<file path="config.mk">
export PLATFORM = sky130hd
export DESIGN_NAME = fam_front
export DESIGN_NICKNAME = d
export VERILOG_FILES = /design/src/sv/fam_pkg.sv /design/src/sv/fam_front.sv
export SDC_FILE = /design/constraint.sdc
export NUM_CORES = 2
export LEC_CHECK = 0
export BUFFER_PORTS_ARGS = -buffer_cell sky130_fd_sc_hd__buf_2
export CAP_MARGIN = 20
export CORE_AREA = 2 2 317 319
export DETAILED_ROUTE_END_ITERATION = 10
export DIE_AREA = 0 0 319 321
export REMOVE_ABC_BUFFERS = 1
export SLEW_MARGIN = 40
export SYNTH_ARGS = -nofsm -noshare
export SYNTH_HDL_FRONTEND = slang
export SYNTH_SLANG_ARGS = --single-unit
</file>
<file path="constraint.sdc">
create_clock -name clk_i -period 8.4 [get_ports clk_i]
set_input_delay 2.52 -clock clk_i [delete_from_list [all_inputs] [get_ports clk_i]]
set_output_delay 2.52 -clock clk_i [all_outputs]
set_load 0.01 [all_outputs]
</file>
<file path="src/sv/fam_pkg.sv">
// Shared widths, op codes and pipeline payload types for the fraction reducer.
package fam_pkg;

  localparam int unsigned OperandBitsDefault = 16;
  localparam int unsigned FieldW = 16;
  localparam int unsigned ValW   = 33;           // numerator width, holds denominator too
  localparam int unsigned DenW   = 32;
  localparam int unsigned ShW    = 6;
  localparam int unsigned GcdSteps = 2 * (ValW + DenW) + 2;

  typedef enum logic [1:0] {
    OP_MUL    = 2'd0,
    OP_ADD    = 2'd1,
    OP_REDUCE = 2'd2,
    OP_SPARE  = 2'd3
  } op_e;

  typedef struct packed {
    logic [ValW-1:0] num;
    logic [ValW-1:0] den;
    logic [ValW-1:0] x;
    logic [ValW-1:0] y;
    logic [ShW-1:0]  sh;
    logic            err;
  } gcd_t;

  typedef struct packed {
    logic [ValW-1:0] num;
    logic [ValW-1:0] den;
    logic [ValW-1:0] g;
    logic [ValW-1:0] num_q;
    logic [ValW-1:0] den_q;
    logic [ValW:0]   num_rem;
    logic [ValW:0]   den_rem;
    logic            err;
  } div_t;

endpackage

</file>
<file path="src/sv/fam_front.sv">
// Operand masking, cross products and selection of the unreduced fraction.
module fam_front #(
  parameter int unsigned OPERAND_BITS = fam_pkg::OperandBitsDefault
) (
  input  logic                       clk_i,
  input  logic                       rst_ni,
  input  logic                       en_i,
  input  logic                       valid_i,
  input  fam_pkg::op_e               op_i,
  input  logic [fam_pkg::FieldW-1:0] a_num_i,
  input  logic [fam_pkg::FieldW-1:0] a_den_i,
  input  logic [fam_pkg::FieldW-1:0] b_num_i,
  input  logic [fam_pkg::FieldW-1:0] b_den_i,
  output logic                       valid_o,
  output fam_pkg::gcd_t              data_o
);

  localparam logic [fam_pkg::FieldW-1:0] OpMask = (OPERAND_BITS >= fam_pkg::FieldW) ?
      {fam_pkg::FieldW{1'b1}} :
      fam_pkg::FieldW'((17'd1 << OPERAND_BITS) - 17'd1);

  logic [fam_pkg::FieldW-1:0] an, ad, bn, bd;
  logic                       uses_b;
  logic                       v1_q;
  fam_pkg::op_e               op1_q;
  logic                       err1_q;
  logic [fam_pkg::FieldW-1:0] an1_q, ad1_q;
  logic [fam_pkg::DenW-1:0]   p_nn_q, p_dd_q, p_nd_q, p_dn_q;
  logic [fam_pkg::ValW-1:0]   num_sel;
  logic [fam_pkg::ValW-1:0]   den_sel;
  fam_pkg::gcd_t              data_d, data_q;
  logic                       valid_q;

  assign an = a_num_i & OpMask;
  assign ad = a_den_i & OpMask;
  assign bn = b_num_i & OpMask;
  assign bd = b_den_i & OpMask;
  assign uses_b = (op_i == fam_pkg::OP_MUL) || (op_i == fam_pkg::OP_ADD);

  always_ff @(posedge clk_i or negedge rst_ni) begin
    if (!rst_ni) begin
      v1_q    <= 1'b0;
      valid_q <= 1'b0;
    end else if (en_i) begin
      v1_q    <= valid_i;
      valid_q <= v1_q;
    end
  end

  always_ff @(posedge clk_i) begin
    if (en_i) begin
      op1_q  <= op_i;
      err1_q <= (ad == '0) || (uses_b && (bd == '0));
      an1_q  <= an;
      ad1_q  <= ad;
      p_nn_q <= fam_pkg::DenW'(an) * fam_pkg::DenW'(bn);
      p_dd_q <= fam_pkg::DenW'(ad) * fam_pkg::DenW'(bd);
      p_nd_q <= fam_pkg::DenW'(an) * fam_pkg::DenW'(bd);
      p_dn_q <= fam_pkg::DenW'(ad) * fam_pkg::DenW'(bn);
      data_q <= data_d;
    end
  end

  always_comb begin
    unique case (op1_q)
      fam_pkg::OP_MUL: begin
        num_sel = fam_pkg::ValW'(p_nn_q);
        den_sel = fam_pkg::ValW'(p_dd_q);
      end
      fam_pkg::OP_ADD: begin
        num_sel = fam_pkg::ValW'(p_nd_q) + fam_pkg::ValW'(p_dn_q);
        den_sel = fam_pkg::ValW'(p_dd_q);
      end
      default: begin
        num_sel = fam_pkg::ValW'(an1_q);
        den_sel = fam_pkg::ValW'(ad1_q);
      end
    endcase
  end

  // Error and zero numerator leave the gcd finished at one.
  always_comb begin
    data_d.err = err1_q;
    data_d.sh  = '0;
    if (err1_q) begin
      data_d.num = '0;
      data_d.den = '0;
      data_d.x   = fam_pkg::ValW'(1);
      data_d.y   = '0;
    end else if (num_sel == '0) begin
      data_d.num = '0;
      data_d.den = fam_pkg::ValW'(1);
      data_d.x   = fam_pkg::ValW'(1);
      data_d.y   = '0;
    end else begin
      data_d.num = num_sel;
      data_d.den = den_sel;
      data_d.x   = num_sel;
      data_d.y   = den_sel;
    end
  end

  assign valid_o = valid_q;
  assign data_o  = data_q;

endmodule

</file>
## Yosys cells after proc, flatten, opt, wreduce, memory -nomap -nowiden

Index checks and enable logic that the tools add are counted.

- Add/sub/neg operators: 1
- $mul: 4
- Div/mod/pow operators: 0
- Magnitude comparators: 0
- Equality and inequality tests: 2
- Shift-type cells: 0
- Multiplexer cells: 3
- Bitwise gates (word level): 0
- Reductions and logical operators: 10

Operators with widths:

| operator | count |
|---|---|
| 16-bit by 16-bit multiplier with 32-bit output | 4 |
| 67-bit two-way mux | 1 |
| 33-bit case mux with 2 select lines | 1 |
| 32-bit by 32-bit adder with 33-bit output | 1 |
| 33-bit zero test | 1 |
| 16-bit zero test | 2 |
| 32-bit two-way mux | 1 |
| 2-bit by 1-bit == test with 1-bit output (second input constant) | 2 |
| 2-bit zero test | 2 |
| 2-bit OR reduction | 2 |
| 1-bit logical OR | 2 |
| 1-bit logical AND | 1 |

- Bits in registers: 296
- Bits in latches: 0
- Bits in writable memories: 0
- Memory bits (read-only): 0
- Bits of input ports: 70
- Output and inout port bits: 140
- Logic and storage cells: 36
- Memories kept: 0

## Longest topological paths before layout

- Word-level depth: 4
- Gate-level depth with buffers: 25
- Gate-level depth less buffers: 24

## Least setup slack after synthesis

Ideal clock, no wire load.

- Path type: in2reg
- From: in a_num_i[15] in the netlist's numbering
- To: reg p_nd_q[31] in the netlist's numbering (data pin)
- Library setup time: 0.259 ns
- Data arrival time: 8.596 ns
- Data required time: 8.141 ns
- Path slack: -0.456 ns
- Cell stages on the path: 22
- Path buffers: 1
- Cell sequence: clkbuf_1 -> nand2_1 -> fa_1 -> fa_1 -> inv_1 -> fa_1 -> fa_1 -> fa_1 -> inv_1 -> fa_1 -> inv_1 -> ha_1 -> a21o_1 -> a21o_1 -> or3_1 -> a311oi_1 -> o31ai_1 -> o41ai_1 -> nor3_1 -> a2111oi_0 -> a21oi_1 -> xnor2_1

- Cells in the longest elaborated chain, start to end: 1

Ends and longest elaborated chain:

| item | RTL line | source |
|---|---|---|
| start: declaration | fam_front.sv:10 | `input logic [fam_pkg::FieldW-1:0] a_num_i,` |
| 16-bit by 16-bit multiplier with 32-bit output | fam_front.sv:58 | `p_nd_q <= fam_pkg::DenW'(an) * fam_pkg::DenW'(bd);` |
| end signal: assignment | fam_front.sv:58 |  |
| end: declaration | fam_front.sv:28 | `logic [fam_pkg::DenW-1:0] p_nn_q, p_dd_q, p_nd_q, p_dn_q;` |

No other way between the ends.
A chain may end at the register's enable or synchronous reset.

## Worst setup path in the final report

- From: in b_num_i[4] in the netlist's numbering
- To: reg p_dn_q[28] in the netlist's numbering (data pin)

- Cells in the longest elaborated chain, start to end: 1

Ends and longest elaborated chain:

| item | RTL line | source |
|---|---|---|
| start: declaration | fam_front.sv:12 | `input logic [fam_pkg::FieldW-1:0] b_num_i,` |
| 16-bit by 16-bit multiplier with 32-bit output | fam_front.sv:59 | `p_dn_q <= fam_pkg::DenW'(ad) * fam_pkg::DenW'(bn);` |
| end signal: assignment | fam_front.sv:59 |  |
| end: declaration | fam_front.sv:28 |  |

No other way between the ends.

==> summary.txt <==
Outcome
  • Status: completed

Timing
  • Fmax: 122 MHz
  • Final hold violation count: 0
  • Worst-margin pin slew: 0.868 ns
  • Crit path time final: 8.19 ns
  • Clock Skew: 0.0628 ns
  • Final Max Slew Viols: 0
  • Setup violators final: 0
  • Final Cycle Share: 97.5%
  • Worst rel slew slack: 41.6%
  • Final WS setup: 0.209 ns

Detailed routing
  • Vias per inst: 5.16
  • DRC: 0
  • Via count: 33,000
  • Post-route ant nets: 0
  • Initial DRC Count: 2,364
  • DR pass1 iterations: 5
  • Final WL: 120,000 microns
  • Routed wire per std cell: 18.8 microns

Global routing
  • Largest net degree at the start of global routing: 102
  • Overall Global Routing Usage: 24.2%
  • Initial antenna violation count: 8
  • Vias in the first global route: 33,700
  • First-pass GRT wire length: 193,000 microns
  • Total gr overflow: 0

Clock network
  • Clk pin slew, worst setup/hold paths: 0.06 ns
  • CTS root buf: clkbuf_16
  • Clk buf depth: 3
  • CTS Buf Count: 28
  • TritonCTS clock tree: built
  • Worst-Skew Late Latency: 0.64 ns
  • H-tree levels: 1
  • TritonCTS Sinks: 233

Place
  • Routability Congestion: 0.889
  • Worst slack, placed: -0.860 ns
  • DP Area: 0.0492 sq mm
  • Port-buffer cells: 201
  • Final HPWL DP: 101,000 microns

Logic synthesis
  • Synth Register Bits: 233
  • Commonest cells in the netlist: inv_1, fa_1, nand2_1, and2_1, ha_1
  • Adder-cell share of the synthesized area: 47.8%
  • Top-count cell post-synth: inv_1
  • Combinational family with the most area after synthesis: adder cells
  • Post-synth EDFFs: 231
  • Cells after Synth: 4,683
  • Compound-Gate Fraction of Synth Area: 6.27%
  • Top cell type's share of synthesized area: 35.1%
  • Post-Synthesis Cell Area: 0.0443 sq mm
  • Mux cell area share after synthesis: 0.686%
  • Syn Area/Cell: 9.46 sq um
  • Seq/Total Area, Yosys: 15.8%
  • Cell taking the most area after synthesis: fa_1
  • Main flop type after synthesis: edfxtp_1
  • Synth Area in Simple Gates: 15.8%
  • Yosys warns: 0
  • Netlist cell types: 73
  • Async SR Flop Fraction: 0.858%
  • Synth top area cells: fa_1, edfxtp_1, ha_1, inv_1, and2_1
  • Synth Area in XOR/XNOR: 2.51%

Die
  • Core footprint: 0.0993 sq mm
  • Die width: 319 microns
  • Initial cell density of the core: 44.6%
  • # IOs: 210
  • Row count: 116
  • Die Y: 321 microns
  • Die footprint: 0.102 sq mm

Setup path
  • Critical path's slowest cell: fa_1
  • Cell mode on critical path: fa_1
  • Crit-path max FO: 21
  • CP delay by family, top: adder cells
  • Critical path buffers and inverters: 8
  • Setup crit start kind: input pin
  • Worst setup EP type: register
  • WP data required: 8.73 ns
  • CP max stage delay: 0.55 ns
  • Crit path DAT: 8.52 ns
  • WS Path Type: input pin to register

Layout
  • # fillers: 9,281
  • Finished Cell Area: 0.0506 sq mm
  • P&R area growth vs syn: 14.1%
  • Share of cells above drive strength 1: 14.7%
  • Nets: 6,363

Hold path
  • Min-delay worst type: register to register

Flow run
  • Max_cap viols: 0
-- layer usage --
layer,track usage (%),vias to the layer above,routed length [microns]
met5,0,-,25
met4,6.97,4,3880
met3,2.75,155,7790
met2,39.0,968,55600
met1,34.5,16700,52900
li1,-,15200,-
-- cells by family (layout without fill, tap and decap cells) --
| logic type | after synthesis | in the layout |
|---|---|---|
| AO/OA/AOI/OAI | 416 | 416 |
| AND/OR/NAND/NOR | 1416 | 1416 |
| flip-flops | 233 | 233 |
| buffers and inverters | 1235 | 1635 |
| multiplexers | 30 | 30 |
| adder cells (fa/ha/maj) | 1225 | 1225 |
| other | 1 | 15 |
| XOR/XNOR | 127 | 127 |
-- flip-flops by register name, summed over array words and instances (netlist names) --
| name | cells |
|---|---|
| ad1_q | 16 |
| data_o | 68 |
| op1_q | 2 |
| valid_o | 1 |
| an1_q | 16 |
| p_dn_q | 32 |
| p_dd_q | 32 |
| p_nd_q | 32 |
| p_nn_q | 32 |
| err1_q | 1 |
| v1_q | 1 |
-- path summary, 6_finish.rpt --
kind                       depth (start not counted)       start         end  slack, ns
max                                               25  b_num_i[4]  p_dn_q[28]       0.21
min                                                1        v1_q     valid_o       0.50
max reg2reg                                       14   p_dn_q[0]  data_o[92]       3.27
min reg2reg                                        1        v1_q     valid_o       0.50
max in group asynchronous                          1      rst_ni        v1_q       6.60
min in group asynchronous                          1      rst_ni     valid_o       1.70
-- layout make-up --
| cell class | count | area (sq um) | area share (%) |
|---|---|---|---|
| diodes | 7 | 17.5 | 0.0346 |
| clock buffers | 32 | 726 | 1.44 |
| clock inverters | 20 | 285 | 0.564 |
| inverters | 933 | 3500 | 6.93 |
| multi-input cells | 3222 | 32500 | 64.4 |
| flip-flops and latches | 233 | 6990 | 13.8 |
| well taps | 1298 | 1620 | 3.21 |
| repair buffers | 650 | 4870 | 9.63 |
-- per-stage QoR --
stage	setup TNS, ns	instances	utilization [%]	hold WS, ns
4_1_cts	0	6386	50.7	0.507
3_3_place_gp	-16.77	6332	49.6	0.484
3_5_place_dp	-18.39	6334	49.6	0.493
2_1_floorplan	-0.276	4388	-	0.475
6_report	0	6395	50.9	0.505
5_1_grt	-0.0561	6389	50.9	0.518
-- layout by cell type, fill, tap and decap left out, drive strengths merged, types with 20 or more instances in the layout --
cell type,count
and2,472
nor3b,20
fa,777
nand3,30
o21ai,58
ha,448
mux2i,27
a21oi,129
xor2,37
edfxtp,231
clkbuf,41
a211oi,22
a21o,57
nand2,627
nand2b,21
o21a,23
inv,935
nor2,98
buf,641
nor3,43
xnor2,90
nand4,22
o21bai,21
-- what timing repair did --
item                       4_1_cts  5_1_grt
gates resized for setup         17       70
hold endpoints to repair         0        0
setup endpoints to repair        9       24
cloned                           0        0
hold buffers                     0        0
buffers inserted                 0        1
pin swaps                        0       13
Power is not shown: default switching activity piles up to over one toggle a cycle in this logic, so the estimate is an artifact.
