`config.mk`:
```
export PLATFORM = sky130hd
export DESIGN_NAME = fam_div_step
export DESIGN_NICKNAME = d
export VERILOG_FILES = /design/src/sv/fam_pkg.sv /design/src/sv/fam_div_step.sv
export SDC_FILE = /design/constraint.sdc
export NUM_CORES = 1
export LEC_CHECK = 0
export ABC_AREA = 0
export BUFFER_PORTS_ARGS = -buffer_cell sky130_fd_sc_hd__buf_2
export CAP_MARGIN = 20
export CORE_AREA = 2 2 185 187
export CTS_CLUSTER_DIAMETER = 60
export DETAILED_ROUTE_END_ITERATION = 6
export DIE_AREA = 0 0 187 189
export SLEW_MARGIN = 0
export SYNTH_ARGS = -nofsm -noshare
export SYNTH_HDL_FRONTEND = slang
export SYNTH_SLANG_ARGS = --single-unit
```
`constraint.sdc`:
```
create_clock -name clk_i -period 0.9 [get_ports clk_i]
set_clock_uncertainty 0.1 [all_clocks]
set_input_delay 0.18 -clock clk_i [delete_from_list [all_inputs] [get_ports clk_i]]
set_output_delay 0.18 -clock clk_i [all_outputs]
set_load 0.05 [all_outputs]
```
`src/sv/fam_pkg.sv`:
```
// Shared widths, op codes and pipeline payload types for the fraction reducer.
package fam_pkg;

  localparam int unsigned OperandBitsDefault = 16;
  localparam int unsigned FieldW = 16;
  localparam int unsigned ValW   = 33;           // numerator width, holds denominator too
  localparam int unsigned DenW   = 32;
  localparam int unsigned ShW    = 6;
  localparam int unsigned GcdSteps = 2 * (ValW + DenW) + 2;

  typedef enum logic [1:0] {
    OP_MUL    = 2'd0,
    OP_ADD    = 2'd1,
    OP_REDUCE = 2'd2,
    OP_SPARE  = 2'd3
  } op_e;

  typedef struct packed {
    logic [ValW-1:0] num;
    logic [ValW-1:0] den;
    logic [ValW-1:0] x;
    logic [ValW-1:0] y;
    logic [ShW-1:0]  sh;
    logic            err;
  } gcd_t;

  typedef struct packed {
    logic [ValW-1:0] num;
    logic [ValW-1:0] den;
    logic [ValW-1:0] g;
    logic [ValW-1:0] num_q;
    logic [ValW-1:0] den_q;
    logic [ValW:0]   num_rem;
    logic [ValW:0]   den_rem;
    logic            err;
  } div_t;

endpackage

```
`src/sv/fam_div_step.sv`:
```
// One registered quotient bit of both exact divisions by the gcd.
module fam_div_step #(
  parameter int unsigned BIT = 0
) (
  input  logic          clk_i,
  input  logic          rst_ni,
  input  logic          en_i,
  input  logic          valid_i,
  input  fam_pkg::div_t data_i,
  output logic          valid_o,
  output fam_pkg::div_t data_o
);

  fam_pkg::div_t           data_d, data_q;
  logic                    valid_q;
  logic [fam_pkg::ValW:0]  nr, dr, gx;

  always_comb begin
    data_d = data_i;
    gx = {1'b0, data_i.g};
    nr = {data_i.num_rem[fam_pkg::ValW-1:0], data_i.num[BIT]};
    dr = {data_i.den_rem[fam_pkg::ValW-1:0], data_i.den[BIT]};
    if (nr >= gx) begin
      nr = nr - gx;
      data_d.num_q[BIT] = 1'b1;
    end else begin
      data_d.num_q[BIT] = 1'b0;
    end
    if (dr >= gx) begin
      dr = dr - gx;
      data_d.den_q[BIT] = 1'b1;
    end else begin
      data_d.den_q[BIT] = 1'b0;
    end
    data_d.num_rem = nr;
    data_d.den_rem = dr;
  end

  always_ff @(posedge clk_i or negedge rst_ni) begin
    if (!rst_ni) begin
      valid_q <= 1'b0;
    end else if (en_i) begin
      valid_q <= valid_i;
    end
  end

  always_ff @(posedge clk_i) begin
    if (en_i) begin
      data_q <= data_d;
    end
  end

  assign valid_o = valid_q;
  assign data_o  = data_q;

endmodule

```
* Word-level counts from Yosys, hierarchy flattened *
Index checks and enable logic that the tools add are counted.

cells by class
  multiply operators = 0
  reduce and logical (&&, ||, !) cells = 0
  divide/modulo/power cells = 0
  equal/unequal tests = 0
  shift-type cells = 0
  multiplexer cells = 4
  $add $sub $neg = 2
  bitwise gates (word level) = 0
  order comparisons = 2

operators by type and width
  cell            count
  $ge 34x33->1    2
  $mux 34         2
  $sub 34x33->34  2
  $mux 1          2

storage, ports and cells
  bits in latches = 0
  memories = 0
  bits in read-only memories = 0
  logic and storage cells = 17
  RAM bits = 0
  output and inout port bits = 235
  input bits = 238
  register bits after elaboration = 235

* Depth between registers and ports, before layout *
Gate-level depths: netlist of the first run.

  depth in word-level cells = 2
  mapped depth = 15
  depth with buffers taken out = 13

* Worst setup path after synthesis of the first run *
No wires, ideal clock.

  kind = input to register
  start point = input data_i[201] in the netlist's numbering
  end point = register data_q, in the netlist data_o[36] (data pin)
  slack = -2.162 ns
  buffers on the path = 1
  arrival time = 2.700 ns
  cell stages on the path = 13
  cell sequence = inv_1 -> ha_1 -> inv_1 -> fa_1 -> a21o_1 -> a221oi_2 -> o32ai_1 -> a211o_1 -> a21o_1 -> nand3_1 -> o2111a_1 -> buf_6 -> mux2_1

RTL lines
  element               RTL line            text
  from (decl)           fam_div_step.sv:9   input fam_pkg::div_t data_i,
  to (signal assigned)  fam_div_step.sv:49  data_q <= data_d;
  to (decl)             fam_div_step.sv:14  fam_pkg::div_t data_d, data_q;

==> results of run 1 <==
-- per-stage QoR --
step	instances	setup WS, ps	hold slack (ps)
2_1_floorplan	888	-2040	-216
3_3_place_gp	2048	-2390	-143
3_5_place_dp	2048	-2430	-137
4_1_cts	2347	-1730	-92.9
5_1_grt	2368	-1780	-69.8
6_report	2371	-1700	-62.4
-- cell type report --
class | instances | area, µm²
sequential | 235 | 7050
fill | 2375 | 10800
clock buffer | 35 | 855
antenna | 7 | 17.5
clock inverter | 24 | 234
timing repair buffer | 994 | 9040
tap | 448 | 561
inverter | 58 | 243
multi-input combinational | 570 | 4440
-- worst paths after layout --
path	start	to	slack (ps)	cells after the start
worst min-delay path	data_i[47]	data_o[48]	-60	2
worst min register to register	valid_o	valid_o	470	1
worst max-delay path	data_i[201]	data_o[36]	-1700	14
max in group asynchronous	rst_ni	valid_o	170	3
min in group asynchronous	rst_ni	valid_o	420	3
worst max register to register	valid_o	valid_o	-10	1
-- cell families (layout without fill, tap and decap cells) --
| group | Yosys count | after routing | share of synthesized area [%] |
|---|---|---|---|
| fa+ha+maj | 68 | 68 | 7.68 |
| xor+xnor | 61 | 61 | 4.74 |
| mux | 6 | 6 | 0.577 |
| buf+inv | 83 | 1111 | 3.25 |
| compound gates | 252 | 252 | 13.8 |
| flops | 235 | 235 | 62.5 |
| other cells | 0 | 7 | 0 |
| simple gates | 183 | 183 | 7.44 |
-- cell usage in the layout, fill, tap and decap left out, types with 5 or more instances in the layout --
cell	instances
buf_4	270
a211oi_1	5
dlygate4sd3_1	222
o21ai_0	22
a21oi_2	10
o211ai_1	5
a21oi_1	51
clkbuf_16	38
o21bai_1	10
ha_1	52
edfxtp_1	234
clkinv_1	7
buf_2	228
nand4_1	8
a21o_1	26
and3_1	10
buf_12	48
xor2_1	27
nor2_1	19
buf_6	214
diode_2	7
ha_4	11
o21ai_1	51
inv_1	45
o21ai_2	21
nand3_1	17
inv_8	5
inv_2	10
nand2_1	95
xnor2_1	34
-- metal layers --
metal	GRT usage, %	vias up	share of wire [%]
met5	0	-	0.14
met4	13.0	12	4.9
met3	7.47	128	7.0
met2	48.4	467	51
met1	28.6	5506	37
li1	-	5376	-
-- registers in the layout (all words and copies together), names as in the netlist --
signal	flops
valid_o	1
data_o	234
-- critical path, cell delays in order --
cell	delay [ps]
buf_12	110
inv_12	40
ha_4	120
inv_2	30
fa_2	340
a21o_1	210
a221oi_2	290
o32ai_1	130
a211o_1	290
a21o_1	210
nand3_1	90
o2111a_2	240
buf_12	160
mux2_4	300
-- power by group --
group          internal, µW  total, µW  switching (µW)
clock network          7660      13000            5360
logic                  6480      14500            8040
registers             13500      14200             706
-- what timing repair did --
item / 4_1_cts / 5_1_grt
setup endpoints to repair: 305 / 306
gates resized for setup: 446 / 66
pin swaps: 21 / 32
endpoints found under the hold margin: 234 / 9
cloned: 3 / 4
buffers inserted: 15 / 14
==> qor.csv, run 1 <==
metric,value,unit
status,finished with violations,
failing checks,"hold timing, setup timing",
syn nets,1194,
Synth area leader,edfxtp_1,
CTS root buffer,clkbuf_16,
asr flop ratio synth,0.426,%
gr usage total,26.7,%
most frequent cells after synthesis,"edfxtp_1 (234), nand2_1 (96), o21ai_1 (71), ha_1 (66), a21oi_1 (64)",
post-layout util,67.4,%
Power per Cell Area,1860,mW/mm²
CP Max Fanout,8,
Final Critical Period,2600,ps
io pins,473,
hold_buf cts,222,
initial antenna violation count,13,
Synth Instances,888,
Critical Path End Type,flop,
critical path class,in -> reg,
Starting Density,33.9,%
CTS tree,done,
RSZ-0062 raised after global routing,yes,
Chip Height,189,µm
Post-synth EDFFs,234,
CTS H-tree depth,2,
Die Footprint,0.0353,mm²
Core Box Area,0.0333,mm²
CTS max path bufs,3,
largest net degree at the start of global routing,31,
Worst-Skew Late Latency,520,ps
fmax,385,MHz
vias in the first global route,12131,
Nets,2199,
post-DP HPWL,33400,µm
Rel. slew slack,72.6,%
Tcrit/Tclk final,288,%
placed inst area,0.0169,mm²
routed via count,11489,
CP Launch Type,primary input,
Initial DRC Count,512,
WHS,-62.4,ps
clk sink count,235,
DR WL/cell,20.8,µm
Main synth FF type,edfxtp_1,
Netlist cell types,67,
Via density,4.85,
Max VDD drop,1590,µV
gpl congestion,0.909,
number of synthesized register bits,235,
Static Leak,0.00988,µW
setup TNS,-218030,ps
Post-Syn Area per Cell,12.7,µm²
Crit path required time,1060,ps
IO Port Bufs,468,
Max-Cap Viols,0,
Synth area leaders,"edfxtp_1 (62%), ha_1 (7.3%), nand2_1 (3.2%)",
Least-Margin Pin Slew,409,ps
die width,187,µm
CP arrival,2750,ps
most frequent cell after synthesis,edfxtp_1,
Ys Warns,0,
Antenna Nets Post-Route,0,
Pre-antenna DRT Iters,7,
# setup viols final,306,
final hold vios,11,
gr ovfl total,0,
first-pass GRT wire length,71400,µm
post-synth top area share,62.3,%
final wirelength,49400,µm
worst hold path class,in -> reg,
"Seq/Total Area, Yosys",62.5,%
max-slew violation count,0,
Std-Cell Rows,67,
Clock Pin Slew Worst Setup and Hold Paths,50,ps
area of the mapped netlist,0.0113,mm²
total clock buffers created by CTS,34,
DRC Markers,0,
Post-Layout Inst Area,0.0224,mm²
total power,41700,µW
synthesis-to-layout area growth,99.0,%
share of cells above drive strength 1,48.3,%
PnR worst setup slack,-1700,ps
(Power assumes the default switching activity.)
==> inputs of run 2 (changes only) <==
--- a/config.mk
+++ b/config.mk
@@ -12,6 +12,7 @@
 export CTS_CLUSTER_DIAMETER = 60
 export DETAILED_ROUTE_END_ITERATION = 6
 export DIE_AREA = 0 0 187 189
+export SKIP_LAST_GASP = 1
 export SLEW_MARGIN = 0
 export SYNTH_ARGS = -nofsm -noshare
 export SYNTH_HDL_FRONTEND = slang
==> qor.csv, run 2 (synthesis results as in run 1) <==
metric,value,unit
status,finished with violations,
failing checks,"hold timing, setup timing",
Max-Cap Viols,0,
gpl congestion,0.909,
part of the power in registers,34.0,%
switch share,33.8,%
Std-Cell Rows,67,
"commonest non-fill, non-tap cell in the layout",buf_4,
Starting Density,33.9,%
Chip Height,189,µm
PnR worst setup slack,-1690,ps
IO Port Bufs,468,
Min-Delay Startpoint,data_i[47],
hold-critical path depth,2,
Antenna Nets Post-Route,0,
CTS tree,done,
Tcrit/Tclk final,288,%
RR Endpoint,valid_o,
share of cells above drive strength 1,48.2,%
total clock buffers created by CTS,34,
gr ovfl total,0,
Initial DRC Count,495,
first-pass GRT wire length,71400,µm
max reg flops,234,
final hold vios,12,
RSZ-0062 raised after global routing,yes,
CP Launch Type,primary input,
DRC Markers,0,
max-slew violation count,0,
Crit path required time,1060,ps
Static Leak,0.00988,µW
vias in the first global route,12131,
post-DP HPWL,33400,µm
initial antenna violation count,13,
Worst Hold Path EP,data_o[48],
CTS max path bufs,3,
Clk pwr share,31.2,%
worst reg2reg path depth,1,
Clock Pin Slew Worst Setup and Hold Paths,50,ps
hold_buf cts,222,
Nets,2199,
fmax,386,MHz
CP arrival,2750,ps
Rel. slew slack,72.9,%
WL met3,3530,µm
Power per Cell Area,1860,mW/mm²
routed via count,11512,
# setup viols final,306,
CTS root buffer,clkbuf_16,
DR WL/cell,20.8,µm
Pre-antenna DRT Iters,5,
CTS H-tree depth,2,
Core Box Area,0.0333,mm²
largest net degree at the start of global routing,31,
"commonest cells after routing, fill and taps aside","buf_4 (270), edfxtp_1 (234), buf_2 (228)",
final wirelength,49400,µm
worst hold path class,in -> reg,
die width,187,µm
Pint,27600,µW
synthesis-to-layout area growth,98.9,%
io pins,473,
Worst-Skew Late Latency,520,ps
total power,41700,µW
setup TNS,-217780,ps
Max VDD drop,1600,µV
Final Critical Period,2590,ps
Critical Path End Type,flop,
Crit Reg-Reg Startpoint,valid_o,
Via density,4.85,
Comb power frac,34.8,%
Least-Margin Pin Slew,403,ps
Die Footprint,0.0353,mm²
post-layout util,67.4,%
gr usage total,26.7,%
switching power,14100,µW
metal2 WL,25300,µm
CP Max Fanout,8,
WHS,-61.6,ps
critical path startpoint,data_i[201],
wl on met1,18000,µm
clk sink count,235,
critical path class,in -> reg,
R2R Setup Slk,-10,ps
Max Used Layer,met5,
run 2: power by group through the flow:
stage | clock network, µW | registers (µW) | logic (µW)
3_3_place_gp | 0 | 14100 | 11400
2_1_floorplan | 0 | 17900 | 2880
6_report | 13000 | 14200 | 14500
3_5_place_dp | 0 | 14100 | 11500
4_1_cts | 13200 | 14100 | 13900
5_1_grt | 13700 | 14200 | 15100
run 2: how the worst max path moves through the flow:
stage / endpoint / slack [ps] / depth (start not counted)
2_1_floorplan: data_o[36] / -2040 / 13
3_3_place_gp: data_o[68] / -2390 / 15
3_5_place_dp: data_o[68] / -2430 / 15
4_1_cts: data_o[48] / -1730 / 14
5_1_grt: data_o[48] / -1780 / 14
6_report: data_o[36] / -1690 / 14
run 2: routing by layer:
layer  vias to the layer above  GRT usage, %
li1                       5379             -
met1                      5503          28.6
met2                       490          48.4
met3                       128          7.47
met4                        12          13.0
met5                         -             0
run 2: timing repair:
action / 4_1_cts / 5_1_grt
setup endpoints to repair: 305 / 306
hold endpoints to repair: 234 / 9
buffers inserted: 15 / 14
gates resized for setup: 446 / 62
gates cloned: 3 / 4
pin swaps: 21 / 30
run 2: critical path, stage by stage:
cell,delay (ps)
buf_12,110
inv_12,40
ha_4,120
inv_2,30
fa_2,340
a21o_1,210
a221oi_2,290
o32ai_1,130
a211o_1,290
a21o_1,210
nand3_1,90
o2111a_2,240
buf_12,160
mux2_4,300
run 2: layout make-up:
type | count | area [µm²]
inverters | 58 | 243
clock inverters | 24 | 234
clock buffers | 35 | 855
repair buffers | 994 | 9040
diodes | 9 | 22.5
well taps | 448 | 561
multi-input cells | 570 | 4430
flip-flops and latches | 235 | 7050
fillers | 2377 | 10800
run 2: metrics by stage:
| stage | hold WS, ps | cell area [µm²] | instances | setup WS, ps |
|---|---|---|---|---|
| floorplan | -216 | 11500 | 888 | -2040 |
| global placement | -143 | 16900 | 2048 | -2390 |
| global route | -69.8 | 22400 | 2368 | -1780 |
| CTS | -92.9 | 21900 | 2347 | -1730 |
| finish | -61.6 | 22400 | 2373 | -1690 |
| detailed placement | -137 | 16900 | 2048 | -2430 |
==> inputs of run 3 (changes only) <==
--- a/config.mk
+++ b/config.mk
@@ -5,13 +5,14 @@
 export SDC_FILE = /design/constraint.sdc
 export NUM_CORES = 1
 export LEC_CHECK = 0
-export ABC_AREA = 0
+export ABC_AREA = 1
 export BUFFER_PORTS_ARGS = -buffer_cell sky130_fd_sc_hd__buf_2
 export CAP_MARGIN = 20
 export CORE_AREA = 2 2 185 187
 export CTS_CLUSTER_DIAMETER = 60
 export DETAILED_ROUTE_END_ITERATION = 6
 export DIE_AREA = 0 0 187 189
+export PLACE_DENSITY = 0.66
 export SKIP_LAST_GASP = 1
 export SLEW_MARGIN = 0
 export SYNTH_ARGS = -nofsm -noshare
==> qor.csv, run 3 <==
metric,value,unit
status,finished with violations,
failing checks,"hold timing, setup timing",
# setup viols final,305,
share of cells above drive strength 1,41.6,%
DR WL/cell,19.6,µm
initial antenna violation count,6,
Via density,4.86,
number of fill cells,2397,
Initial DRC Count,978,
worst setup path end,data_o[36],
Crit path required time,1140,ps
Worst path most repeated cell,nand2_1,
synthesis-to-layout area growth,84.8,%
placed inst area,0.0201,mm²
Min-Delay Startpoint,en_i,
hold-critical path depth,2,
gpl congestion,0.952,
worst reg2reg path depth,1,
post-synth top area share,52.7,%
Synth Instances,1562,
Least-Margin Pin Slew,367,ps
Post-Layout Inst Area,0.0246,mm²
area of the mapped netlist,0.0133,mm²
CP Depth,15,
setup TNS,-189550,ps
gr ovfl total,0,
DRC Markers,0,
Crit-path slowest cell,ha_4,
Ys Warns,0,
CP Launch Type,primary input,
"commonest cells after routing, fill and taps aside","nand2_1 (555), buf_2 (366), buf_4 (262)",
clk sink count,235,
Power per Cell Area,1720,mW/mm²
CP top delay family,buffers and inverters,
max reg flops,234,
"Seq/Total Area, Yosys",52.9,%
CTS max path bufs,3,
critical path class,in -> reg,
routed via count,14789,
Std-Cell Rows,67,
total clock buffers created by CTS,30,
critical path startpoint,data_i[152],
Starting Density,40.1,%
RR Endpoint,valid_o,
die width,187,µm
CP Cell Sequence,buf_4 -> clkinvlp_4 -> ha_4 -> nand2_4 -> inv_1 -> nand2_1 -> nand2_2 -> a21oi_4 -> nand2_2 -> nand3_4 -> nand2_8 -> buf_12 -> bufbuf_16 -> nand2_1 -> nand2_1,
Post-Syn Area per Cell,8.53,µm²
Chip Height,189,µm
Core Box Area,0.0333,mm²
register area,0.00705,mm²
Max stage delay on crit path,300,ps
max-slew violation count,0,
gr usage total,33.0,%
Static Leak,0.0119,µW
Main synth FF type,edfxtp_1,
CP Max Fanout,6,
CTS root buffer,clkbuf_16,
first-pass GRT wire length,88800,µm
CP arrival,2040,ps
Nets,2874,
Final Critical Period,1800,ps
R2R Setup Slk,10,ps
Worst-Skew Late Latency,560,ps
fmax,554,MHz
dpl cells,2715,
largest net degree at the start of global routing,25,
most frequent cells after synthesis,"nand2_1 (636), inv_1 (250), edfxtp_1 (234), nor2_1 (107), nand3_1 (69)",
Max VDD drop,1440,µV
Tcrit/Tclk final,201,%
Post-synth EDFFs,234,
Netlist cell types,38,
CTS H-tree depth,1,
Rel. slew slack,75.4,%
Critical Path End Type,flop,
CTS tree,done,
Synth area leaders,"edfxtp_1 (53%), nand2_1 (18%), inv_1 (7.0%)",
Antenna Nets Post-Route,0,
syn nets,1868,
Pre-antenna DRT Iters,7,
WHS,-59.7,ps
most frequent cell after synthesis,nand2_1,
number of synthesized register bits,235,
IO Port Bufs,468,
hold_buf cts,232,
asr flop ratio synth,0.426,%
Crit Reg-Reg Startpoint,valid_o,
Synth area leader,edfxtp_1,
RSZ-0062 raised after global routing,yes,
pre-CTS setup slack,-1480,ps
CP bufs+invs,5,
"non-filler cells, final",3045,
Clock Pin Slew Worst Setup and Hold Paths,60,ps
Max-Cap Viols,0,
io pins,473,
final hold vios,17,
PnR worst setup slack,-905,ps
final wirelength,59800,µm
vias in the first global route,15216,
worst hold path class,in -> reg,
post-DP HPWL,43500,µm
"commonest non-fill, non-tap cell in the layout",nand2_1,
Die Footprint,0.0353,mm²
area of the multi-input gates,0.00634,mm²
## run 3: cell families (layout without fill, tap and decap cells)
kind of cell / after synthesis / after routing / synth area share (%)
flops: 235 / 235 / 52.9
compound gates: 74 / 74 / 3.02
other cells: 0 / 5 / 0
mux: 1 / 1 / 0.0845
xor+xnor: 31 / 31 / 2.04
buf+inv: 277 / 1307 / 8.41
fa+ha+maj: 68 / 68 / 6.50
simple gates: 876 / 876 / 27.1
## run 3: timing repair
item                       CTS  global route
resized for setup          169            66
setup buffers               17            13
setup endpoints to repair  305           306
hold endpoints to repair   249            17
gates cloned                 7             1
pin swaps                   39            35
## run 3: how the worst min path moves through the flow
| stage | end |
|---|---|
| floorplan | valid_o |
| global placement | valid_o |
| detailed placement | valid_o |
| CTS | data_o[3] |
| global route | data_o[33] |
| finish | data_o[32] |
## run 3: final cells by class
cell class	count	area share, %
diodes	5	0.0508
repair buffers	983	34.7
repair inverters	3	0.168
inverters	265	4.26
clock buffers	34	3.20
flip-flops and latches	235	28.6
well taps	448	2.28
clock inverters	22	0.925
multi-input cells	1050	25.8
## run 3: where the power goes
| part | switching (µW) | internal [µW] | leakage, µW |
|---|---|---|---|
| clock | 5270 | 7010 | 0.000493 |
| sequential | 677 | 13400 | 0.00230 |
| combinational | 9270 | 6690 | 0.00912 |
| total | 15200 | 27100 | 0.0119 |
## run 3: layer usage
metal / up-vias / GRT usage, % / share of wire [%] / wire length, µm
li1: 7011 / - / - / -
met1: 6947 / 37.7 / 38 / 22500
met2: 672 / 60.5 / 51 / 30300
met3: 155 / 5.47 / 6.5 / 3880
met4: 4 / 14.7 / 5.2 / 3090
met5: - / 0 / 0.040 / 24
## run 3: through the flow
step,power (µW),utilization [%]
CTS,41900,72.9
finish,42300,74.0
detailed placement,28100,60.4
floorplan,21500,-
global route,43800,74.0
global placement,28000,60.4
